<file path="config.mk">
export PLATFORM = sky130hd
export DESIGN_NAME = signed_integer_seven_segment_formatter_flat
export DESIGN_NICKNAME = d
export VERILOG_FILES = /design/src/rtl/ssf_pkg.sv /design/src/rtl/ssf_intf.sv /design/src/rtl/ssf_prep.sv /design/src/rtl/ssf_dabble.sv /design/src/rtl/ssf_glyph.sv /design/src/rtl/signed_integer_seven_segment_formatter.sv /design/src/flat_wrapper.sv
export SDC_FILE = /design/constraint.sdc
export NUM_CORES = 1
export LEC_CHECK = 0
export BUFFER_PORTS_ARGS = -buffer_cell sky130_fd_sc_hd__clkbuf_2
export CORE_MARGIN = 5
export CORE_UTILIZATION = 40
export CTS_CLUSTER_DIAMETER = 120
export DETAILED_ROUTE_END_ITERATION = 16
export HOLD_SLACK_MARGIN = 0.08
export PLACE_DENSITY = 0.63
export SYNTH_ARGS = -nofsm -noshare
export SYNTH_HDL_FRONTEND = slang
export SYNTH_SLANG_ARGS = --single-unit
</file>
<file path="constraint.sdc">
create_clock -name clk -period 9 [get_ports clk]
set_input_delay 1.8 -clock clk [delete_from_list [all_inputs] [get_ports clk]]
set_output_delay 1.8 -clock clk [all_outputs]
set_load 0.01 [all_outputs]
</file>
<file path="src/rtl/ssf_pkg.sv">
// ----------------------------------------------------------------------------
// ssf_pkg
// shared types, constants and glyph table for the seven-segment formatter
// ----------------------------------------------------------------------------
package ssf_pkg;

	localparam int VALUE_W  = 16;
	localparam int DEVICE_W = 2;
	localparam int SEG_W    = 8;
	localparam int MAG_W    = 14;
	localparam int BCD_W    = 16;
	localparam int SHREG_W  = BCD_W + MAG_W;
	localparam int DIGITS   = 4;
	localparam int STEPS_PER_STAGE = 7;

	localparam logic signed [VALUE_W-1:0] POS_LIMIT = 16'sd9999;
	localparam logic signed [VALUE_W-1:0] NEG_LIMIT = -16'sd999;

	localparam logic [SEG_W-1:0] GLYPH_MINUS = 8'h40;
	localparam logic [SEG_W-1:0] GLYPH_BLANK = 8'h00;

	// value in flight through the digit conversion
	typedef struct packed {
		logic                ovf;
		logic                neg;
		logic [DEVICE_W-1:0] device;
		logic [SHREG_W-1:0]  shreg;
	} dab_t;

	// finished result beat
	typedef struct packed {
		logic [DEVICE_W-1:0] device_out;
		logic [SEG_W-1:0]    seg_digit1;
		logic [SEG_W-1:0]    seg_digit2;
		logic [SEG_W-1:0]    seg_digit3;
		logic [SEG_W-1:0]    seg_digit4;
		logic                overflow;
	} seg_beat_t;

	function automatic logic [SEG_W-1:0] digit_glyph(input logic [3:0] d);
		logic [SEG_W-1:0] g;
		unique case (d)
			4'd0: g = 8'h3F;
			4'd1: g = 8'h06;
			4'd2: g = 8'h5B;
			4'd3: g = 8'h4F;
			4'd4: g = 8'h66;
			4'd5: g = 8'h6D;
			4'd6: g = 8'h7D;
			4'd7: g = 8'h07;
			4'd8: g = 8'h7F;
			4'd9: g = 8'h6F;
			default: g = GLYPH_BLANK;
		endcase
		return g;
	endfunction

endpackage

</file>
<file path="src/rtl/ssf_intf.sv">
// ----------------------------------------------------------------------------
// ssf channel interfaces
// valid/ready channels for the number input and the segment result
// ----------------------------------------------------------------------------
interface ssf_number_if;
	logic                                 valid;
	logic                                 ready;
	logic signed [ssf_pkg::VALUE_W-1:0]   value;
	logic        [ssf_pkg::DEVICE_W-1:0]  device;

	modport source (output valid, output value, output device, input ready);
	modport sink   (input valid, input value, input device, output ready);
endinterface

interface ssf_segments_if;
	logic                           valid;
	logic                           ready;
	logic [ssf_pkg::DEVICE_W-1:0]   device_out;
	logic [ssf_pkg::SEG_W-1:0]      seg_digit1;
	logic [ssf_pkg::SEG_W-1:0]      seg_digit2;
	logic [ssf_pkg::SEG_W-1:0]      seg_digit3;
	logic [ssf_pkg::SEG_W-1:0]      seg_digit4;
	logic                           overflow;

	modport source (output valid, output device_out, output seg_digit1, output seg_digit2,
		output seg_digit3, output seg_digit4, output overflow, input ready);
	modport sink   (input valid, input device_out, input seg_digit1, input seg_digit2,
		input seg_digit3, input seg_digit4, input overflow, output ready);
endinterface

</file>
<file path="src/rtl/ssf_prep.sv">
// ----------------------------------------------------------------------------
// ssf_prep
// range check, sign and magnitude of the incoming value
// ----------------------------------------------------------------------------
module ssf_prep (
	input  logic signed [ssf_pkg::VALUE_W-1:0]  value,
	input  logic        [ssf_pkg::DEVICE_W-1:0] device,
	output ssf_pkg::dab_t                       prep
);

	logic                         ovf;
	logic                         neg;
	logic [ssf_pkg::VALUE_W-1:0]  abs_v;

	always_comb begin
		ovf   = (value > ssf_pkg::POS_LIMIT) || (value < ssf_pkg::NEG_LIMIT);
		neg   = value[ssf_pkg::VALUE_W-1];
		abs_v = neg ? (~value + 1'b1) : value;
		prep.ovf    = ovf;
		prep.neg    = neg;
		prep.device = device;
		// out of range magnitudes are never shown, so park them at zero
		prep.shreg  = {{ssf_pkg::BCD_W{1'b0}},
			(ovf ? {ssf_pkg::MAG_W{1'b0}} : abs_v[ssf_pkg::MAG_W-1:0])};
	end

endmodule

</file>
<file path="src/rtl/ssf_dabble.sv">
// ----------------------------------------------------------------------------
// ssf_dabble
// one slice of shift-and-add-3 binary to bcd conversion
// ----------------------------------------------------------------------------
module ssf_dabble (
	input  ssf_pkg::dab_t  dab_in,
	output ssf_pkg::dab_t  dab_out
);

	logic [ssf_pkg::SHREG_W-1:0] acc;

	always_comb begin
		acc = dab_in.shreg;
		for (int s = 0; s < ssf_pkg::STEPS_PER_STAGE; s++) begin
			// correct each bcd nibble before the shift
			for (int n = 0; n < ssf_pkg::DIGITS; n++) begin
				if (acc[ssf_pkg::MAG_W + 4*n +: 4] >= 4'd5) begin
					acc[ssf_pkg::MAG_W + 4*n +: 4] = acc[ssf_pkg::MAG_W + 4*n +: 4] + 4'd3;
				end
			end
			acc = {acc[ssf_pkg::SHREG_W-2:0], 1'b0};
		end
		dab_out.ovf    = dab_in.ovf;
		dab_out.neg    = dab_in.neg;
		dab_out.device = dab_in.device;
		dab_out.shreg  = acc;
	end

endmodule

</file>
<file path="src/rtl/ssf_glyph.sv">
// ----------------------------------------------------------------------------
// ssf_glyph
// digit placement, blanking, minus sign and segment encoding
// ----------------------------------------------------------------------------
module ssf_glyph (
	input  ssf_pkg::dab_t      dab,
	output ssf_pkg::seg_beat_t beat
);

	logic [3:0] d_th;
	logic [3:0] d_h;
	logic [3:0] d_t;
	logic [3:0] d_u;

	always_comb begin
		d_th = dab.shreg[ssf_pkg::MAG_W + 12 +: 4];
		d_h  = dab.shreg[ssf_pkg::MAG_W + 8  +: 4];
		d_t  = dab.shreg[ssf_pkg::MAG_W + 4  +: 4];
		d_u  = dab.shreg[ssf_pkg::MAG_W      +: 4];

		beat.device_out = dab.device;
		beat.overflow   = dab.ovf;
		beat.seg_digit4 = ssf_pkg::digit_glyph(d_u);
		beat.seg_digit1 = ssf_pkg::GLYPH_BLANK;
		beat.seg_digit2 = ssf_pkg::GLYPH_BLANK;
		beat.seg_digit3 = ssf_pkg::GLYPH_BLANK;

		priority if (dab.ovf) begin
			beat.seg_digit1 = ssf_pkg::GLYPH_MINUS;
			beat.seg_digit2 = ssf_pkg::GLYPH_MINUS;
			beat.seg_digit3 = ssf_pkg::GLYPH_MINUS;
			beat.seg_digit4 = ssf_pkg::GLYPH_MINUS;
		end else if (dab.neg) begin
			// minus sits just left of the highest digit
			priority if (d_h != 4'd0) begin
				beat.seg_digit1 = ssf_pkg::GLYPH_MINUS;
				beat.seg_digit2 = ssf_pkg::digit_glyph(d_h);
				beat.seg_digit3 = ssf_pkg::digit_glyph(d_t);
			end else if (d_t != 4'd0) begin
				beat.seg_digit2 = ssf_pkg::GLYPH_MINUS;
				beat.seg_digit3 = ssf_pkg::digit_glyph(d_t);
			end else begin
				beat.seg_digit3 = ssf_pkg::GLYPH_MINUS;
			end
		end else begin
			// leading zero blanking
			if (d_th != 4'd0) begin
				beat.seg_digit1 = ssf_pkg::digit_glyph(d_th);
			end
			if (d_th != 4'd0 || d_h != 4'd0) begin
				beat.seg_digit2 = ssf_pkg::digit_glyph(d_h);
			end
			if (d_th != 4'd0 || d_h != 4'd0 || d_t != 4'd0) begin
				beat.seg_digit3 = ssf_pkg::digit_glyph(d_t);
			end
		end
	end

endmodule

</file>
<file path="src/rtl/signed_integer_seven_segment_formatter.sv">
// ----------------------------------------------------------------------------
// signed_integer_seven_segment_formatter
// signed integer to four seven-segment bytes, four-stage pipeline
// ----------------------------------------------------------------------------
//  channel    dir  fields                                   beat
//  number     in   value[15:0] signed, device[1:0]          one value to show
//  segments   out  device_out, seg_digit1..4, overflow      one display frame
//
//  one beat per cycle sustained while segments is ready; each beat passes
//  the four pipeline registers: range check, two bcd slices of seven
//  shift steps each, glyph encode
//  arst_n clears only the stage valid bits; data registers are not reset
//  each stage holds while its successor is full and stalled, so a stall
//  at segments backs up stage by stage and bubbles are squeezed out
// ----------------------------------------------------------------------------
module signed_integer_seven_segment_formatter (
	input  logic                  clk,
	input  logic                  arst_n,
	ssf_number_if.sink            number,
	ssf_segments_if.source        segments
);

	// stage valid bits
	logic valid_s1;
	logic valid_s2;
	logic valid_s3;
	logic valid_s4;

	// stage data
	ssf_pkg::dab_t      beat_s1;
	ssf_pkg::dab_t      beat_s2;
	ssf_pkg::dab_t      beat_s3;
	ssf_pkg::seg_beat_t beat_s4;

	// combinational results feeding each stage
	ssf_pkg::dab_t      prep_d;
	ssf_pkg::dab_t      dab_a_d;
	ssf_pkg::dab_t      dab_b_d;
	ssf_pkg::seg_beat_t glyph_d;

	// a stage may load when it is empty or its content moves on this cycle
	logic take_s1;
	logic take_s2;
	logic take_s3;
	logic take_s4;

	assign take_s4 = !valid_s4 || segments.ready;
	assign take_s3 = !valid_s3 || take_s4;
	assign take_s2 = !valid_s2 || take_s3;
	assign take_s1 = !valid_s1 || take_s2;

	assign number.ready = take_s1;

	// stage 1: range check and magnitude
	ssf_prep u_prep (
		.value  (number.value),
		.device (number.device),
		.prep   (prep_d)
	);

	// stages 2 and 3: seven double-dabble steps each, fourteen in total
	ssf_dabble u_dabble_a (
		.dab_in  (beat_s1),
		.dab_out (dab_a_d)
	);

	ssf_dabble u_dabble_b (
		.dab_in  (beat_s2),
		.dab_out (dab_b_d)
	);

	// stage 4: digit placement and segment bytes
	ssf_glyph u_glyph (
		.dab  (beat_s3),
		.beat (glyph_d)
	);

	// valid bits
	always_ff @(posedge clk or negedge arst_n) begin
		if (!arst_n) begin
			valid_s1 <= 1'b0;
			valid_s2 <= 1'b0;
			valid_s3 <= 1'b0;
			valid_s4 <= 1'b0;
		end else begin
			if (take_s1) begin
				valid_s1 <= number.valid;
			end
			if (take_s2) begin
				valid_s2 <= valid_s1;
			end
			if (take_s3) begin
				valid_s3 <= valid_s2;
			end
			if (take_s4) begin
				valid_s4 <= valid_s3;
			end
		end
	end

	// data registers, loaded only with a live beat
	always_ff @(posedge clk) begin
		if (take_s1 && number.valid) begin
			beat_s1 <= prep_d;
		end
		if (take_s2 && valid_s1) begin
			beat_s2 <= dab_a_d;
		end
		if (take_s3 && valid_s2) begin
			beat_s3 <= dab_b_d;
		end
		if (take_s4 && valid_s3) begin
			beat_s4 <= glyph_d;
		end
	end

	// result channel straight from the last stage register
	assign segments.valid      = valid_s4;
	assign segments.device_out = beat_s4.device_out;
	assign segments.seg_digit1 = beat_s4.seg_digit1;
	assign segments.seg_digit2 = beat_s4.seg_digit2;
	assign segments.seg_digit3 = beat_s4.seg_digit3;
	assign segments.seg_digit4 = beat_s4.seg_digit4;
	assign segments.overflow   = beat_s4.overflow;

endmodule

</file>
<file path="src/flat_wrapper.sv">
// flat-port wrapper written by rule: the top's interface ports become plain ports
module signed_integer_seven_segment_formatter_flat 
  (clk, arst_n, number_valid, number_value, number_device, number_ready, segments_valid, segments_device_out, segments_seg_digit1, segments_seg_digit2, segments_seg_digit3, segments_seg_digit4, segments_overflow, segments_ready);
  ssf_number_if number_i ();
  ssf_segments_if segments_i ();
  input  logic clk;
  input  logic arst_n;
  input wire logic [$bits(number_i.valid)-1:0] number_valid;
  input wire logic [$bits(number_i.value)-1:0] number_value;
  input wire logic [$bits(number_i.device)-1:0] number_device;
  output wire logic [$bits(number_i.ready)-1:0] number_ready;
  output wire logic [$bits(segments_i.valid)-1:0] segments_valid;
  output wire logic [$bits(segments_i.device_out)-1:0] segments_device_out;
  output wire logic [$bits(segments_i.seg_digit1)-1:0] segments_seg_digit1;
  output wire logic [$bits(segments_i.seg_digit2)-1:0] segments_seg_digit2;
  output wire logic [$bits(segments_i.seg_digit3)-1:0] segments_seg_digit3;
  output wire logic [$bits(segments_i.seg_digit4)-1:0] segments_seg_digit4;
  output wire logic [$bits(segments_i.overflow)-1:0] segments_overflow;
  input wire logic [$bits(segments_i.ready)-1:0] segments_ready;
  assign number_i.valid = number_valid;
  assign number_i.value = number_value;
  assign number_i.device = number_device;
  assign number_ready = number_i.ready;
  assign segments_valid = segments_i.valid;
  assign segments_device_out = segments_i.device_out;
  assign segments_seg_digit1 = segments_i.seg_digit1;
  assign segments_seg_digit2 = segments_i.seg_digit2;
  assign segments_seg_digit3 = segments_i.seg_digit3;
  assign segments_seg_digit4 = segments_i.seg_digit4;
  assign segments_overflow = segments_i.overflow;
  assign segments_i.ready = segments_ready;
  signed_integer_seven_segment_formatter u_core (.clk(clk), .arst_n(arst_n), .number(number_i), .segments(segments_i));
endmodule
</file>
Word level (Yosys, flattened, before mapping) --
Memory sizes are Yosys's and may differ from the RTL's. A register that Yosys moved wholly into a read port is not among the register bits. Cells that the tools add are included.
Storage, ports and cells: memories kept 7, register bits after elaboration 104, output and inout bits 37, ROM bits 784
Cells by class: multiplexer cells 61, reduce and logical (&&, ||, !) cells 18, $lt $le $gt $ge 48, bitwise operators 1, $add $sub $neg 47
Memory list:
- (name not given) | depth 16, bits a word 7, read ports 1, clocked after memory_dff 1, write ports 0, RTL line ssf_pkg.sv:42 | unique case (d)
- (name not given) | depth 16, bits a word 7, read ports 1, clocked after memory_dff 1, write ports 0, RTL line ssf_pkg.sv:42
- (name not given) | depth 16, bits a word 7, read ports 1, clocked after memory_dff 1, write ports 0, RTL line ssf_pkg.sv:42
- (name not given) | depth 16, bits a word 7, read ports 1, clocked after memory_dff 1, write ports 0, RTL line ssf_pkg.sv:42
- (name not given) | depth 16, bits a word 7, read ports 1, clocked after memory_dff 1, write ports 0, RTL line ssf_pkg.sv:42
- (name not given) | depth 16, bits a word 7, read ports 1, clocked after memory_dff 1, write ports 0, RTL line ssf_pkg.sv:42
- 1 more memories
Operator list (number):
- $ge A4 B3 Y1 const B | 42
- $mux W4 | 39
- $add A4 B2 Y4 const B | 33
- $mux W3 | 13
- $mux W8 | 4
- $add A3 B2 Y3 const B | 9
- $mux W24 | 1
- $gt A16 B15 Y1 const B | 1
- $lt A16 B11 Y1 const B | 1
- $mux W16 | 1
- $add A14 B1 Y14 const B | 1
- $mux W14 | 1
- $mux W7 | 2
- $not A14 Y14 | 1
- $reduce_bool A4 Y1 | 3
- $add A1 B2 Y3 const AB | 3
- $ge A1 B3 Y1 const AB | 3
- $logic_or A1 B1 Y1 | 7
- $logic_and A1 B1 Y1 | 4
- $logic_not A1 Y1 | 4
- $add A1 B2 Y3 const B | 1
- $ge A1 B3 Y1 const B | 1

Longest topological paths before layout --
Gate-level depths: netlist of run 1.
depth after elaboration 15, depth in mapped cells 37, gate-level depth less buffers 36

By module --
From an unflattened synthesis of run 1, not the netlist that was laid out.
Second synthesis, totals: cells, all modules 1635, area, all modules 14167.3 um^2
By module, submodules not included:
- ssf_dabble | area an instance 4131.5 um^2, times used 2, seq. area each 0.0 um^2, cells an instance 626
- signed_integer_seven_segment_formatter | area an instance 4299.1 um^2, times used 1, seq. area each 4214.0 um^2, cells an instance 153
- ssf_glyph | area an instance 1034.7 um^2, times used 1, seq. area each 0.0 um^2, cells an instance 150
- ssf_prep | area an instance 570.5 um^2, times used 1, seq. area each 0.0 um^2, cells an instance 80

Worst setup path after synthesis of run 1 --
No wires, ideal clock.
path kind flip-flop to flip-flop, from register u_core.beat_s2[14] (netlist bit), to register with a tool-made name, stages on the path, launching flop included 36, period minus slack after synthesis 6.961 ns, data arrival time 6.891 ns, required time 8.930 ns, path buffers 3, slack 2.039 ns, cell sequence edfxtp_1 clkbuf_1 inv_1 ha_1 nand2b_1 or3b_4 o211ai_2 and2_1 xor2_1 nand2b_1 ha_1 a21oi_1 xnor3_1 inv_1 ha_1 clkbuf_1 nor3_1 a311oi_1 o31a_1 a21oi_2 xnor2_1 nand2_1 ha_1 clkbuf_1 a21oi_1 a21oi_1 ha_1 inv_1 nand2_1 a21oi_1 o32ai_1 o211ai_1 and2_1 ha_1 mux2_1 o21ai_1
RTL lines:
- from (decl) | RTL line signed_integer_seven_segment_formatter.sv:31 | ssf_pkg::dab_t beat_s2;
- from (signal assigned) | RTL line signed_integer_seven_segment_formatter.sv:107 | beat_s2 <= dab_a_d;

==> results.cfg, run 1 <==
[run_status]
status = finished clean

[timing]
finalCritPeriodShare = 0.8854
final.setup.tns_ps = 0
skew_ps = 14.52
whs_ps = 409.9
maxSlewHeadroom = 0.4009
report.final.setup_viol = 0
layout_min_cycle_time_ps = 7969
worst_pin_slew_ps = 895.4
drv_slew = 0
finalHoldViolCount = 0
max_freq_ghz = 0.1255
rsz0062_at_grt = no

[global_route]
grt_max_degree = 33
grt_pass1_vias = 6208
grt_use_total = 0.1339
grt_first_pass_wirelength_mm = 27.94
grt_overflow = 0
antenna_found_initial = 0

[floorplan]
core_area_mm2 = 0.02122
std_cell_rows = 53
pin_count = 59
die_x_um = 157.3
dieArea_mm2 = 0.02474
initial_utilization = 0.4090
die_height_um = 157.3

[worst_setup_path]
critPathKind = flip-flop to flip-flop
cp_slowest_cell = edfxtp_1
cp.arrival_ps = 8310
path_max_fanout = 17
slowest_delay_ps = 650
critPathMostFrequentCell = ha_1
cp_data_required_time_ps = 9340
crit_path_end_kind = flip-flop
startpoint_type = flip-flop

[synthesis]
ys_seq_area_frac = 0.3679
synth_edf_count = 89
synth_compound_area_frac = 0.2328
synthMuxAreaShare = 0.05161
synth.distinct_cells = 101
synth_common_cells = edfxtp_1 (89), nor2_1 (81), nand2_1 (68)
syn_inst = 920
synth.most_common_cell = edfxtp_1
yosysWarningCount = 0
synth_simple_gate_area_share = 0.1832
synth_top_family_by_area = compound AO/OA/AOI/OAI gates
synth_area_leaders = edfxtp_1 (31%), ha_1 (7.6%), dfxtp_1 (4.8%)
synthArstFlopShare = 0.03509
synth_area_per_cell_um2 = 9.433
synthesis.area_mm2 = 0.008678
ys.flop_type = edfxtp_1
synthAdderAreaFrac = 0.07641
yosysTopAreaCell = edfxtp_1
synth_top_area_frac = 0.3080
synth-xor-area-share = 0.03849
synth-seq-cells = 114

[clock_network]
max-clock-path-buffers = 2
cts_buffers = 17
clock_sinks = 114
clock_latency_ps = 420
cts_resized = 0
root_buffer = clkbuf_16
post_cts_buffers = 0
ctsHoldBuffers = 0
cts_tree = built
path_clk_slew_ps = 60
cts_max_level = 4

[drt]
drtPass1Iterations = 5
wl_met1_mm = 7.642
routed.top_layer = met4
drc_errors = 0
wl_met3_um = 615
ant_nets = 0
drt-total-wl_mm = 16.38
first_iter_violations = 367
wl_per_cell_um = 13.10
vias_per_cell = 5.422
vias = 6778
met2_length_mm = 7.966

[cells_and_area]
stdcell_count = 1250
syn2layout_area_growth_pct = 11.95
num-nets-final = 1037
drive_above_1_share = 0.1528
final_util = 0.4578
n_fill_cell = 2062
diodes = 0

[placement]
gp_congestion = 0.8489
io_buffer_count = 54
dp_hpwl_mm = 12.17
place_inst = 1218

[worst_hold_path]
hold_path_class = flip-flop to flip-flop

[flow_run]
maxCapViolations = 0
-- cell type report --
| class | count | area [µm²] | area share |
|---|---|---|---|
| clock buffer | 20 | 467.9 | 0.04816 |
| clock inverter | 12 | 130.1 | 0.01339 |
| inverter | 57 | 214.0 | 0.02202 |
| multi-input combinational | 715 | 5074 | 0.5222 |
| sequential | 114 | 3193 | 0.3287 |
| tap | 275 | 344.1 | 0.03542 |
| timing repair buffer | 57 | 292.8 | 0.03014 |
-- cell families (layout without fill, tap and decap cells) --
group           Yosys count  after routing
simple gates            311            311
compound gates          271            271
flops                   114            114
buf+inv                  94            146
fa+ha+maj                53             53
mux                      42             42
xor+xnor                 34             34
other cells               1              4
-- stage by stage --
stage               cell area, µm²  setup slack [ps]
floorplan                     8690              2039
global placement              9117              1404
detailed placement            9117              1132
CTS                           9716              1068
global route                  9716             167.9
finish                        9716              1031
-- final timing paths --
path,startpoint,end,slack (ps),cells after the start
min reg2reg,u_core.beat_s1[7],u_core.beat_s2[14],410,0
min,u_core.beat_s1[7],u_core.beat_s2[14],410,0
min in group asynchronous,arst_n,u_core.valid_s1,1180,1
max reg2reg,u_core.beat_s2[14],flip-flop,1030,34
max,u_core.beat_s2[14],flip-flop,1030,34
max in group asynchronous,arst_n,u_core.segments.valid,7690,1
-- placed cells by master (no fill, tap or decap), drive strengths merged, types with 6 or more instances in the layout --
cell	netlist	final
nand2b	16	16
edfxtp	89	89
clkinv	2	9
nor3b	8	8
o211ai	17	17
o211a	8	8
o31ai	10	10
xnor2	19	19
nand3	23	23
nor3	29	29
clkbuf	17	74
a211o	6	6
a21o	10	10
or2	9	9
a211oi	20	20
a21oi	50	50
dfxtp	21	21
mux2i	29	29
o21ai	58	58
nor2b	9	9
mux2	13	13
o22ai	8	8
nand2	69	69
nor2	81	81
and2	33	33
inv	55	56
o21a	6	6
a31oi	13	13
xor2	14	14
ha	53	53
-- routing by layer --
layer | vias up | global-route usage
met5 | - | 0
met4 | 0 | 0.03605
met3 | 14 | 0.03107
met2 | 105 | 0.2276
met1 | 3152 | 0.1717
li1 | 3507 | -
-- critical path, delay by kind of cell (launching register included) --
kind                     cells  cell delay [ps]
AND/OR/NAND/NOR              8             1710
multiplexers                 1              280
buffers and inverters        4              480
AO/OA/AOI/OAI               12             2480
XOR/XNOR                     3              680
flip-flops                   1              650
adder cells (fa/ha/maj)      6             1610
Power of run 1 is left out: the tool's default activity adds up to more than one toggle a clock period on the data nets, which glitch-free logic cannot reach.
==> run 2, diff against run 1 <==
--- a/config.mk
+++ b/config.mk
@@ -5,13 +5,14 @@
 export SDC_FILE = /design/constraint.sdc
 export NUM_CORES = 1
 export LEC_CHECK = 0
+export ABC_AREA = 1
 export BUFFER_PORTS_ARGS = -buffer_cell sky130_fd_sc_hd__clkbuf_2
 export CORE_MARGIN = 5
 export CORE_UTILIZATION = 40
 export CTS_CLUSTER_DIAMETER = 120
 export DETAILED_ROUTE_END_ITERATION = 16
 export HOLD_SLACK_MARGIN = 0.08
-export PLACE_DENSITY = 0.63
+export PLACE_DENSITY = 0.6
 export SYNTH_ARGS = -nofsm -noshare
 export SYNTH_HDL_FRONTEND = slang
 export SYNTH_SLANG_ARGS = --single-unit
==> run 2 against run 1 <==
  * Routed wire length shrank 24%
  * Global-route usage decreased by 1.3 points
  * Via count shrank 15%
  * Register-to-register slack improved by 2300 ps
  * Utilization rose by 0.58 points
  * First-iteration DRC count shrank 41%
  * Non-clock buffer count is the same
  * Fmax is 39% higher
  * Worst setup slack better by 2300 ps
  * Clock skew shrank 7.6 ps
  * Critical path type unchanged
==> results.cfg, run 2 <==
[run_status]
status = finished clean

[clock_network]
clock_latency_ps = 420
path_clk_slew_ps = 60
cts_resized = 0
ctsHoldBuffers = 0
cts_buffers = 17
clock_sinks = 114
cts_tree = built
cts_max_level = 4
max-clock-path-buffers = 2
post_cts_buffers = 0
root_buffer = clkbuf_16

[synthesis]
synth-seq-cells = 114
ys.flop_type = edfxtp_1
synth_area_leaders = edfxtp_1 (34%), nand2_1 (11%), ha_1 (8.5%)
synth_top_area_frac = 0.3436
synth_top_family_by_area = simple AND/OR/NAND/NOR gates
synth_simple_gate_area_share = 0.3098
synth_area_per_cell_um2 = 8.309
synth_compound_area_frac = 0.06757
synth.distinct_cells = 49
synth-xor-area-share = 0.03700
yosysTopAreaCell = edfxtp_1
ys_seq_area_frac = 0.4106
synth_edf_count = 89
synthArstFlopShare = 0.03509
synth.most_common_cell = nand2_1
synthesis.area_mm2 = 0.007777
syn_inst = 936
yosysWarningCount = 0
synth_common_cells = nand2_1 (220), inv_1 (143), edfxtp_1 (89)
synthAdderAreaFrac = 0.08526
synthMuxAreaShare = 0.002574

[timing]
final.setup.tns_ps = 0
finalHoldViolCount = 0
skew_ps = 6.914
worst_pin_slew_ps = 737.3
rsz0062_at_grt = no
drv_slew = 0
report.final.setup_viol = 0
finalCritPeriodShare = 0.6349
max_freq_ghz = 0.1750
layout_min_cycle_time_ps = 5714
maxSlewHeadroom = 0.5079

[floorplan]
core_area_mm2 = 0.01933
dieArea_mm2 = 0.02233
die_height_um = 149.4
die_x_um = 149.4
pin_count = 59
std_cell_rows = 51
initial_utilization = 0.4023

[cells_and_area]
final_util = 0.4636
layout_common_cells = nand2_1 (220), inv_1 (143), edfxtp_1 (89)
n_fill_cell = 1905
diodes = 0
syn2layout_area_growth_pct = 15.25
drive_above_1_share = 0.2153
num-nets-final = 1079
layout_commonest_cell = nand2_1
final_cell_area_mm2 = 0.008964
stdcell_count = 1282

[global_route]
grt_pass1_vias = 5468
grt_use_total = 0.1204
antenna_found_initial = 0
grt_max_degree = 32
grt_overflow = 0
grt_first_pass_wirelength_mm = 22.55

[worst_hold_path]
hold_path_class = flip-flop to flip-flop
hold_depth = 0

[placement]
io_buffer_count = 54
dp_hpwl_mm = 9.904
place_area_mm2 = 0.008357
place_inst = 1250
gp_congestion = 0.8521

[worst_setup_path]
reg2regPathDepth = 45
critPathKind = flip-flop to flip-flop
slowest_delay_ps = 420
cp_data_required_time_ps = 9310
path_max_fanout = 6
startpoint_type = flip-flop
cp_slowest_cell = edfxtp_1
crit_path_end_kind = flip-flop
cp.arrival_ps = 6020
critPathMostFrequentCell = nand2_1

[drt]
ant_nets = 0
drtPass1Iterations = 5
wl_per_cell_um = 9.691
vias = 5729
drc_errors = 0
vias_per_cell = 4.469
first_iter_violations = 218
drt-total-wl_mm = 12.42

[flow_run]
maxCapViolations = 0
==> run 2: cell count changes in the layout (fill, tap and decap cells not counted), sizes merged, moves of 11 or more <==
cell    before  now
a211oi      20    0
a21oi       50   23
and2        33    7
inv         56  167
mux2        13    0
mux2i       29    2
nand2       69  281
nand2b      16    0
nand3       23   88
nor2        81   63
nor3        29    7
o211ai      17    4
o21ai       58   47
xnor2       19    8
==> run 2: worst paths after layout <==
check                                   startpoint                    end  slack, ps
worst max-delay path            u_core.beat_s2[18]              flip-flop       3290
worst min-delay path             u_core.beat_s1[3]     u_core.beat_s2[10]        420
worst max register to register  u_core.beat_s2[18]              flip-flop       3290
worst min register to register   u_core.beat_s1[3]     u_core.beat_s2[10]        420
max in group asynchronous                   arst_n  u_core.segments.valid       7690
min in group asynchronous                   arst_n        u_core.valid_s3       1180
==> run 2: layout make-up <==
| class | count | area, µm² | share of cell area |
|---|---|---|---|
| Multi-Input combinational cell | 650 | 3924 | 0.4377 |
| Clock buffer | 17 | 425.4 | 0.04746 |
| Inverter | 164 | 615.6 | 0.06868 |
| Tap cell | 265 | 331.6 | 0.03699 |
| Sequential cell | 114 | 3193 | 0.3562 |
| Clock inverter | 15 | 181.4 | 0.02024 |
| Timing Repair Buffer | 57 | 292.8 | 0.03266 |
==> run 2: cells by family (layout without fill, tap and decap cells) <==
family                   Yosys count  in the layout
AND/OR/NAND/NOR                  476            476
buffers and inverters            175            253
flip-flops                       114            114
AO/OA/AOI/OAI                     86             86
adder cells (fa/ha/maj)           53             53
XOR/XNOR                          29             29
multiplexers                       2              2
other                              1              4
==> run 2: through the flow <==
| stage | hold WS [ps] | setup WS [ps] |
|---|---|---|
| 2_1_floorplan | 400.3 | 3758 |
| 6_report | 415.7 | 3286 |
| 3_3_place_gp | 400.7 | 3486 |
| 5_1_grt | 424.2 | 2562 |
| 3_5_place_dp | 404.5 | 3277 |
| 4_1_cts | 418.1 | 3261 |
==> run 2: metal layers <==
layer  wire length [µm]  track usage  vias to the layer above
met2               5919       0.2129                       82
met3                523      0.02968                       13
met1               5834       0.1433                     2490
li1                   -            -                     3144
met4                147      0.04027                        0
met5                  0            0                        -
==> run 2: worst max-delay path, delay by kind of cell (launching register included) <==
family	cells	cell delay [ps]
compound gates	4	690
xor+xnor	2	430
fa+ha+maj	6	1150
buf+inv	11	770
flops	1	420
simple gates	22	2140
Power of run 2 is left out for the same reason.
